### config.mk
export PLATFORM = sky130hd
export DESIGN_NAME = bqc_ctrl
export DESIGN_NICKNAME = d
export VERILOG_FILES = /design/src/rtl/biquad_cascade_df1_q15_assert.svh /design/src/rtl/bqc_pkg.sv /design/src/rtl/bqc_ctrl.sv
export SDC_FILE = /design/constraint.sdc
export NUM_CORES = 1
export LEC_CHECK = 0
export BUFFER_PORTS_ARGS = -buffer_cell sky130_fd_sc_hd__buf_2
export CORE_AREA = 2 2 39 41
export DETAILED_ROUTE_END_ITERATION = 6
export DIE_AREA = 0 0 41 43
export PLACE_DENSITY = 0.74
export REMOVE_ABC_BUFFERS = 1
export SYNTH_ARGS = -nofsm -noshare
export SYNTH_HDL_FRONTEND = slang
export SYNTH_SLANG_ARGS = --single-unit
### constraint.sdc
create_clock -name clk -period 2.05 [get_ports clk]
set_input_delay 0.1025 -clock clk [delete_from_list [all_inputs] [get_ports clk]]
set_output_delay 0.1025 -clock clk [all_outputs]
set_load 0.03 [all_outputs]
### src/rtl/biquad_cascade_df1_q15_assert.svh
// ---------------------------------------------------------------------------
// Assertion macros for the biquad cascade
// Both macros expect signals named clk and rst in the enclosing module.
// ---------------------------------------------------------------------------
`ifndef BIQUAD_CASCADE_DF1_Q15_ASSERT_SVH
`define BIQUAD_CASCADE_DF1_Q15_ASSERT_SVH

// Same-cycle implication.
`define BQC_ASSERT_IMPL(label, ante, cons) \
  label: assert property (@(posedge clk) disable iff (rst) (ante) |-> (cons)) \
    else $error("biquad cascade: same-cycle check failed");

// Next-cycle implication.
`define BQC_ASSERT_NEXT(label, ante, cons) \
  label: assert property (@(posedge clk) disable iff (rst) (ante) |=> (cons)) \
    else $error("biquad cascade: next-cycle check failed");

`endif

### src/rtl/bqc_pkg.sv
// ---------------------------------------------------------------------------
// bqc_pkg
// Shared types, codes and helpers of the Q15 biquad cascade.
// ---------------------------------------------------------------------------
package bqc_pkg;

  localparam int MAX_STAGES_DEF  = 8;
  localparam int COEFS_PER_STAGE = 5;
  localparam int SAMPLE_W        = 16;
  localparam int ACC_W           = 32;
  localparam int FRAC_BITS       = 15;
  localparam int CFG_IDX_W       = 2;
  localparam int CFG_DATA_W      = 4;
  localparam int COEF_IDX_W      = 6;
  localparam int HIST_W          = 4 * SAMPLE_W;

  localparam logic signed [SAMPLE_W-1:0] Q15_MAX = 16'sh7FFF;
  localparam logic signed [SAMPLE_W-1:0] Q15_MIN = 16'sh8000;

  localparam logic CMD_SAMPLE = 1'b0;
  localparam logic CMD_COEF   = 1'b1;

  localparam logic [CFG_IDX_W-1:0] REG_NUM_STAGES = 2'd0;
  localparam logic [CFG_IDX_W-1:0] REG_POST_SHIFT = 2'd1;

  // Commands from the controller to the datapath.
  typedef struct packed {
    logic start;     // latch the incoming sample
    logic coef_we;   // store the incoming coefficient
    logic mul;       // form the five products
    logic acc;       // sum the products
    logic sat;       // shift, saturate, update history
    logic load_out;  // move the result into the output register
  } bqc_cmd_t;

  typedef struct packed {
    logic out_full;
  } bqc_stat_t;

  // Stage number of a coefficient index: idx / 5 as (idx * 13) >> 6,
  // exact for every 6-bit index.
  function automatic logic [3:0] coef_stage(input logic [COEF_IDX_W-1:0] idx);
    logic [9:0] prod;
    prod = 10'(idx) * 10'd13;
    return prod[9:6];
  endfunction

endpackage

### src/rtl/bqc_ctrl.sv
// ---------------------------------------------------------------------------
// bqc_ctrl
// Sequencer: walks one sample through the active stages, four steps each.
// ---------------------------------------------------------------------------
module bqc_ctrl #(
  parameter int MAX_STAGES = bqc_pkg::MAX_STAGES_DEF,
  localparam int STAGE_W   = (MAX_STAGES > 1) ? $clog2(MAX_STAGES) : 1
) (
  input  logic                clk,
  input  logic                rst,
  input  logic                in_valid,
  output logic                in_ready,
  input  logic                cmd,
  input  logic [3:0]          num_stages,
  input  logic                out_ready,
  input  bqc_pkg::bqc_stat_t  stat,
  output bqc_pkg::bqc_cmd_t   ctl,
  output logic [STAGE_W-1:0]  stage,
  output logic [STAGE_W-1:0]  last_stage
);

  localparam logic [2:0] S_IDLE  = 3'd0;
  localparam logic [2:0] S_FETCH = 3'd1;
  localparam logic [2:0] S_MUL   = 3'd2;
  localparam logic [2:0] S_ACC   = 3'd3;
  localparam logic [2:0] S_SAT   = 3'd4;
  localparam logic [2:0] S_OUT   = 3'd5;

  localparam int CNT_W = $clog2(MAX_STAGES + 1);
  localparam int CMP_W = (CNT_W > 4) ? CNT_W : 4;

  logic [2:0]       state, state_next;
  logic [CMP_W-1:0] ns_x, n_lim;
  logic             accept;

  assign in_ready = (state == S_IDLE);
  assign accept   = in_valid && in_ready;

  // Clamp the stage count to 1 .. MAX_STAGES.
  always_comb begin
    ns_x = CMP_W'(num_stages);
    if (ns_x == '0) begin
      n_lim = CMP_W'(1);
    end else if (ns_x > CMP_W'(MAX_STAGES)) begin
      n_lim = CMP_W'(MAX_STAGES);
    end else begin
      n_lim = ns_x;
    end
  end

  always_comb begin
    state_next   = state;
    ctl          = '0;
    ctl.coef_we  = accept && (cmd == bqc_pkg::CMD_COEF);
    ctl.start    = accept && (cmd == bqc_pkg::CMD_SAMPLE);
    unique case (state)
      S_IDLE: begin
        if (ctl.start) state_next = S_FETCH;
      end
      S_FETCH: state_next = S_MUL;
      S_MUL: begin
        ctl.mul    = 1'b1;
        state_next = S_ACC;
      end
      S_ACC: begin
        ctl.acc    = 1'b1;
        state_next = S_SAT;
      end
      S_SAT: begin
        ctl.sat    = 1'b1;
        state_next = (stage == last_stage) ? S_OUT : S_FETCH;
      end
      S_OUT: begin
        if (!stat.out_full || out_ready) begin
          ctl.load_out = 1'b1;
          state_next   = S_IDLE;
        end
      end
      default: state_next = S_IDLE;
    endcase
  end

  always_ff @(posedge clk) begin
    if (rst) begin
      state      <= S_IDLE;
      stage      <= '0;
      last_stage <= '0;
    end else begin
      state <= state_next;
      if (ctl.start) begin
        stage      <= '0;
        last_stage <= STAGE_W'(n_lim - CMP_W'(1));
      end else if (ctl.sat && (stage != last_stage)) begin
        stage <= stage + STAGE_W'(1);
      end
    end
  end

endmodule

After elaboration in Yosys (flattened, before gate mapping)
Index checks and enable logic that the tools add are counted.
Widths: inputs -> output; s select.
{"block": "word_totals", "reg_bits": 9, "latchBits": 0, "ram_bits": 0, "rom_bits": 0, "inputBits": 10, "output_inout_bits": 13, "word_cells": 37, "mem_count": 0}
{"block": "op_classes", "addsub": 2, "n_mul": 0, "div_mod_pow": 0, "n_lt_le_gt_ge": 1, "eq_ne": 9, "n_shift": 0, "n_mux": 11, "n_bitwise": 1, "n_reduce_logical": 10}
{"operator": "$pmux 3 s6", "n": 1}
{"operator": "$mux 3", "n": 5}
{"operator": "$eq 3x2->1 const B", "n": 2}
{"operator": "$eq 3x3->1 const B", "n": 2}
{"operator": "$mux 1", "n": 5}
{"operator": "$gt 4x4->1 const B", "n": 1}
{"operator": "$logic_and 1x1->1", "n": 4}
{"operator": "$logic_not 4->1", "n": 1}
{"operator": "$add 3x1->3 const B", "n": 1}
{"operator": "$eq 3x1->1 const B", "n": 1}
{"operator": "$eq 3x3->1", "n": 1}
{"operator": "$logic_not 3->1", "n": 1}
{"operator": "$ne 3x3->1", "n": 1}
{"operator": "$sub 3x1->3 const B", "n": 1}
{"operator": "$ne 2x1->1 const B", "n": 1}
{"operator": "$ne 2x2->1 const B", "n": 1}
{"operator": "$reduce_and 2->1", "n": 1}
{"operator": "$reduce_or 2->1", "n": 1}
{"operator": "$logic_not 1->1", "n": 1}
{"operator": "$logic_or 1x1->1", "n": 1}
{"operator": "$not 1->1", "n": 1}

Longest topological paths before layout
{"block": "depth", "depth_word": 5, "mapped_depth": 6, "depth_no_buf": 5}

Least setup slack after synthesis
OpenSTA, ideal clock, no wires.
{"block": "synth_timing", "path_type": "reg2reg", "from": "register state[2]", "to": "register last_stage[1]", "setup_time_ps": 149, "arrival_ps": 1547, "required_time_ps": 1901, "path_slack_ps": 354, "stages_incl_launch_ff": 6, "n_path_buf": 2, "synth_period_minus_slack_ps": 1696, "cell_sequence": "dfxtp_1 -> buf_6 -> or3_1 -> buf_6 -> nor2_1 -> a211oi_1"}
{"element": "start, declared", "line_no": "bqc_ctrl.sv:32", "text": "logic [2:0] state, state_next;"}
{"element": "start signal, assigned", "line_no": "bqc_ctrl.sv:89", "text": "state <= state_next;"}
{"element": "end signal, assigned", "line_no": "bqc_ctrl.sv:92", "text": "last_stage <= STAGE_W'(n_lim - CMP_W'(1));"}
{"element": "end, declared", "line_no": "bqc_ctrl.sv:19", "text": "output logic [STAGE_W-1:0] last_stage"}

==> impl_metrics.py <==
metrics = {
    "global_routing": {
        "grt_overflow": 0,
        "grt_pass1_wl_um": 2010,
        "grt_pass1_vias": 517,
        "grt_usage_pct": 16.3,
        "grt_antenna_before_repair": 0,
        "grt_max_degree": 11,
    },
    "timing": {
        "tightest_slew_ns": 0.445,
        "setup-violations-final": 0,
        "drv_slew": 0,
        "fin_crit_sh_pct": 89.3,
        "slew_headroom_pct": 70.4,
        "finalSetupTns_ns": 0,
        "clock.fmax_ghz": 0.546,
        "skew_ns": 0.00224,
        "fin_crit_ns": 1.83,
        "timing.final.hold_violations": 0,
        "rsz0062_at_grt": "false",
    },
    "critical_path": {
        "critPathMaxFanout": 10,
        "arrival_ns": 1.73,
        "worstPathBufferInverterCount": 1,
        "r2r_end": "stage[0]",
        "worstReg2RegStart": "state[2]",
        "cpMaxStageDelayCell": "or3_1",
        "r2r_slack_ns": 0.48,
        "cp_top_family": "simple AND/OR/NAND/NOR gates",
        "critPathKind": "flop to output port",
        "max_stage_delay_ns": 0.60,
        "crit_required_ns": 1.95,
        "endpoint_kind": "output port",
        "ff2ff_path_depth": 4,
        "cp_cell_sequence": "or3_1, nor2_1, buf_2",
        "startpoint_type": "flop",
    },
    "hold_path": {
        "hold_depth": 2,
        "hold_path.startpoint": "rst",
        "hold_end": "last_stage[2]",
        "hp-class": "primary input to flop",
    },
    "finish": {
        "final_cell_mix": "buf_2 (22), dfxtp_1 (9), xnor2_1 (5)",
        "diodes": 0,
        "layout_commonest_cell": "buf_2",
        "drive_gt1_share_pct": 35.6,
        "area_delta_synth_final_pct": 21.5,
        "nNetsFinal": 100,
    },
    "power_and_ir_drop": {
        "ir_worst_vdd_mv": 0.441,
        "pwr-share-seq_pct": 38.9,
        "sw_frac_of_total_pct": 39.0,
        "pwr-share-clk_pct": 25.1,
        "total_power_uw": 549,
        "p_sw_uw": 214,
        "intPower_uw": 335,
        "cellPowerDensity_nw_per_um2": 755,
        "pwr-share-comb_pct": 36.0,
        "p_leak_uw": 0.000329,
    },
    "placement": {
        "dpl.hpwl_um": 974,
        "place.gp.congestion": 0.707,
        "port_buffers": 22,
    },
    "cts": {
        "cts-root-buf": "clkbuf_4",
        "h-tree-depth": 1,
        "cts_sinks": 9,
        "clk_latency_ns": 0.26,
        "clk_pin_slew_ns": 0.06,
        "cts-resized-gates": 0,
        "hold_buffers": 0,
        "numCtsBuffers": 3,
        "post_cts_buffers": 0,
        "clk_path_buf_depth": 2,
        "cts_tree": "done",
    },
    "logic_synthesis": {
        "ys_top_cells_by_area": "dfxtp_1 (30%), xnor2_1 (7.3%), mux2i_1 (5.0%), o211ai_1 (5.0%), ha_1 (4.2%)",
        "yosys.area.top_type": "dfxtp_1",
        "ys_warn_count": 0,
        "synth_area_um2": 598,
        "netlist_instances": 64,
        "yosysSeqAreaShare_pct": 30.1,
        "avgSynthCellArea_um2": 9.34,
        "ys_ff_latch": 9,
        "synth.distinct_cells": 34,
        "netlist.area_leader.share_pct": 30.1,
    },
    "detailed_routing": {
        "drt-total-wl_um": 1270,
        "viasPerCell": 5.47,
        "drt-wirelength-per-cell_um": 12.4,
        "firstDrtPassIters": 4,
        "vias": 563,
        "drt-initial-drc-count": 11,
        "ant_nets": 0,
        "drc_errors": 0,
    },
    "die": {
        "die-area_um2": 1760,
        "row_count": 14,
        "dieWidth_um": 41,
        "core-area_um2": 1380,
        "die_y_um": 43,
        "start_util_pct": 43.2,
        "io_pins": 23,
    },
    "run": {
        "cap_viol_max_count": 0,
    },
    "run_status": {
        "outcome": "completed",
    },
}
-- Yosys cell counts --
| library cell | number |
|---|---|
| or3b_4 | 1 |
| o211ai_1 | 4 |
| clkinv_8 | 1 |
| ha_1 | 2 |
| xnor2_1 | 5 |
| buf_2 | 1 |
| o21bai_1 | 1 |
| nand4_1 | 1 |
| a221oi_1 | 1 |
| nand3_1 | 1 |
| nand2b_1 | 2 |
| or3_1 | 1 |
| nor2_1 | 3 |
| nor2b_1 | 2 |
| o21ai_0 | 1 |
| nor3b_1 | 1 |
| a211oi_1 | 2 |
| buf_6 | 2 |
| o311a_1 | 1 |
| a2bb2oi_1 | 1 |
| a311oi_2 | 1 |
| a211o_1 | 1 |
| nor4bb_1 | 1 |
| and3_2 | 1 |
| dfxtp_1 | 9 |
| a21o_2 | 1 |
| inv_1 | 4 |
| a31oi_1 | 1 |
| nand2_1 | 1 |
| a211o_2 | 1 |
| a21oi_1 | 4 |
| mux2i_1 | 3 |
| nor3_1 | 1 |
| nand3b_1 | 1 |
-- worst max path at each step --
stage	from	endpoint	slack (ns)	cells past startpoint
2_1_floorplan	state[2]	last_stage[1]	0.33	3
3_3_place_gp	state[2]	ctl[4]	0.55	4
3_5_place_dp	state[2]	stage[0]	0.51	4
4_1_cts	state[2]	ctl[5]	0.22	3
5_1_grt	state[2]	ctl[5]	0.16	3
6_report	state[2]	ctl[5]	0.22	3
-- metrics by stage --
step	utilization, %	hold WS, ns	cells	setup WS (ns)	cell area [um2]
after floorplan	-	0.175	61	0.332	571
after global routing	52.5	0.0925	103	0.161	727
after CTS	52.5	0.0902	103	0.215	727
final	52.5	0.0888	103	0.218	727
after global placement	50.6	0.359	99	0.550	701
after detailed placement	50.6	0.366	99	0.515	701
-- sequential cells by signal, indices dropped and copies added, names as in the netlist --
register / flops
last_stage: 3
stage: 3
state: 3
-- worst register-to-register path, delay by kind of cell (launching register included) --
family	cells	cell delay [ns]
buffers and inverters	1	0.10
muxes	1	0.14
DFF	1	0.47
and+or+nand+nor	1	0.45
AOI/OAI and AO/OA	1	0.34
-- power by group through the flow --
stage               Combinational (uW)  Sequential (uW)  Clock (uW)
detailed placement                 196              218           0
CTS                                198              214         138
global route                       212              217         146
finish                             197              214         138
global placement                   193              218           0
floorplan                          134              226           0
-- cell families (layout without fill, tap and decap cells) --
kind of cell | count (synthesis) | after routing | synth area share, %
muxes | 3 | 3 | 5.02
buffers and inverters | 8 | 31 | 9.83
xor gates and xnor gates | 5 | 5 | 7.32
DFF | 9 | 9 | 30.1
AOI/OAI and AO/OA | 20 | 20 | 25.7
adders and majority gates | 2 | 2 | 4.18
and+or+nand+nor | 17 | 17 | 17.8
-- layer usage --
metal / GRT usage, % / wire (um)
met5: 0 / 0
met4: 6.00 / 17
met3: 3.14 / 103
met2: 29.7 / 625
met1: 16.9 / 525
-- final cells by class --
type / count / area (um2)
inverter: 5 / 31.3
multi-input combinational: 47 / 359
timing repair buffer: 22 / 110
sequential: 9 / 180
clock buffer: 4 / 26.3
fill: 143 / 657
tap: 16 / 20.0
No activity file was read; power rests on OpenSTA's default activity.
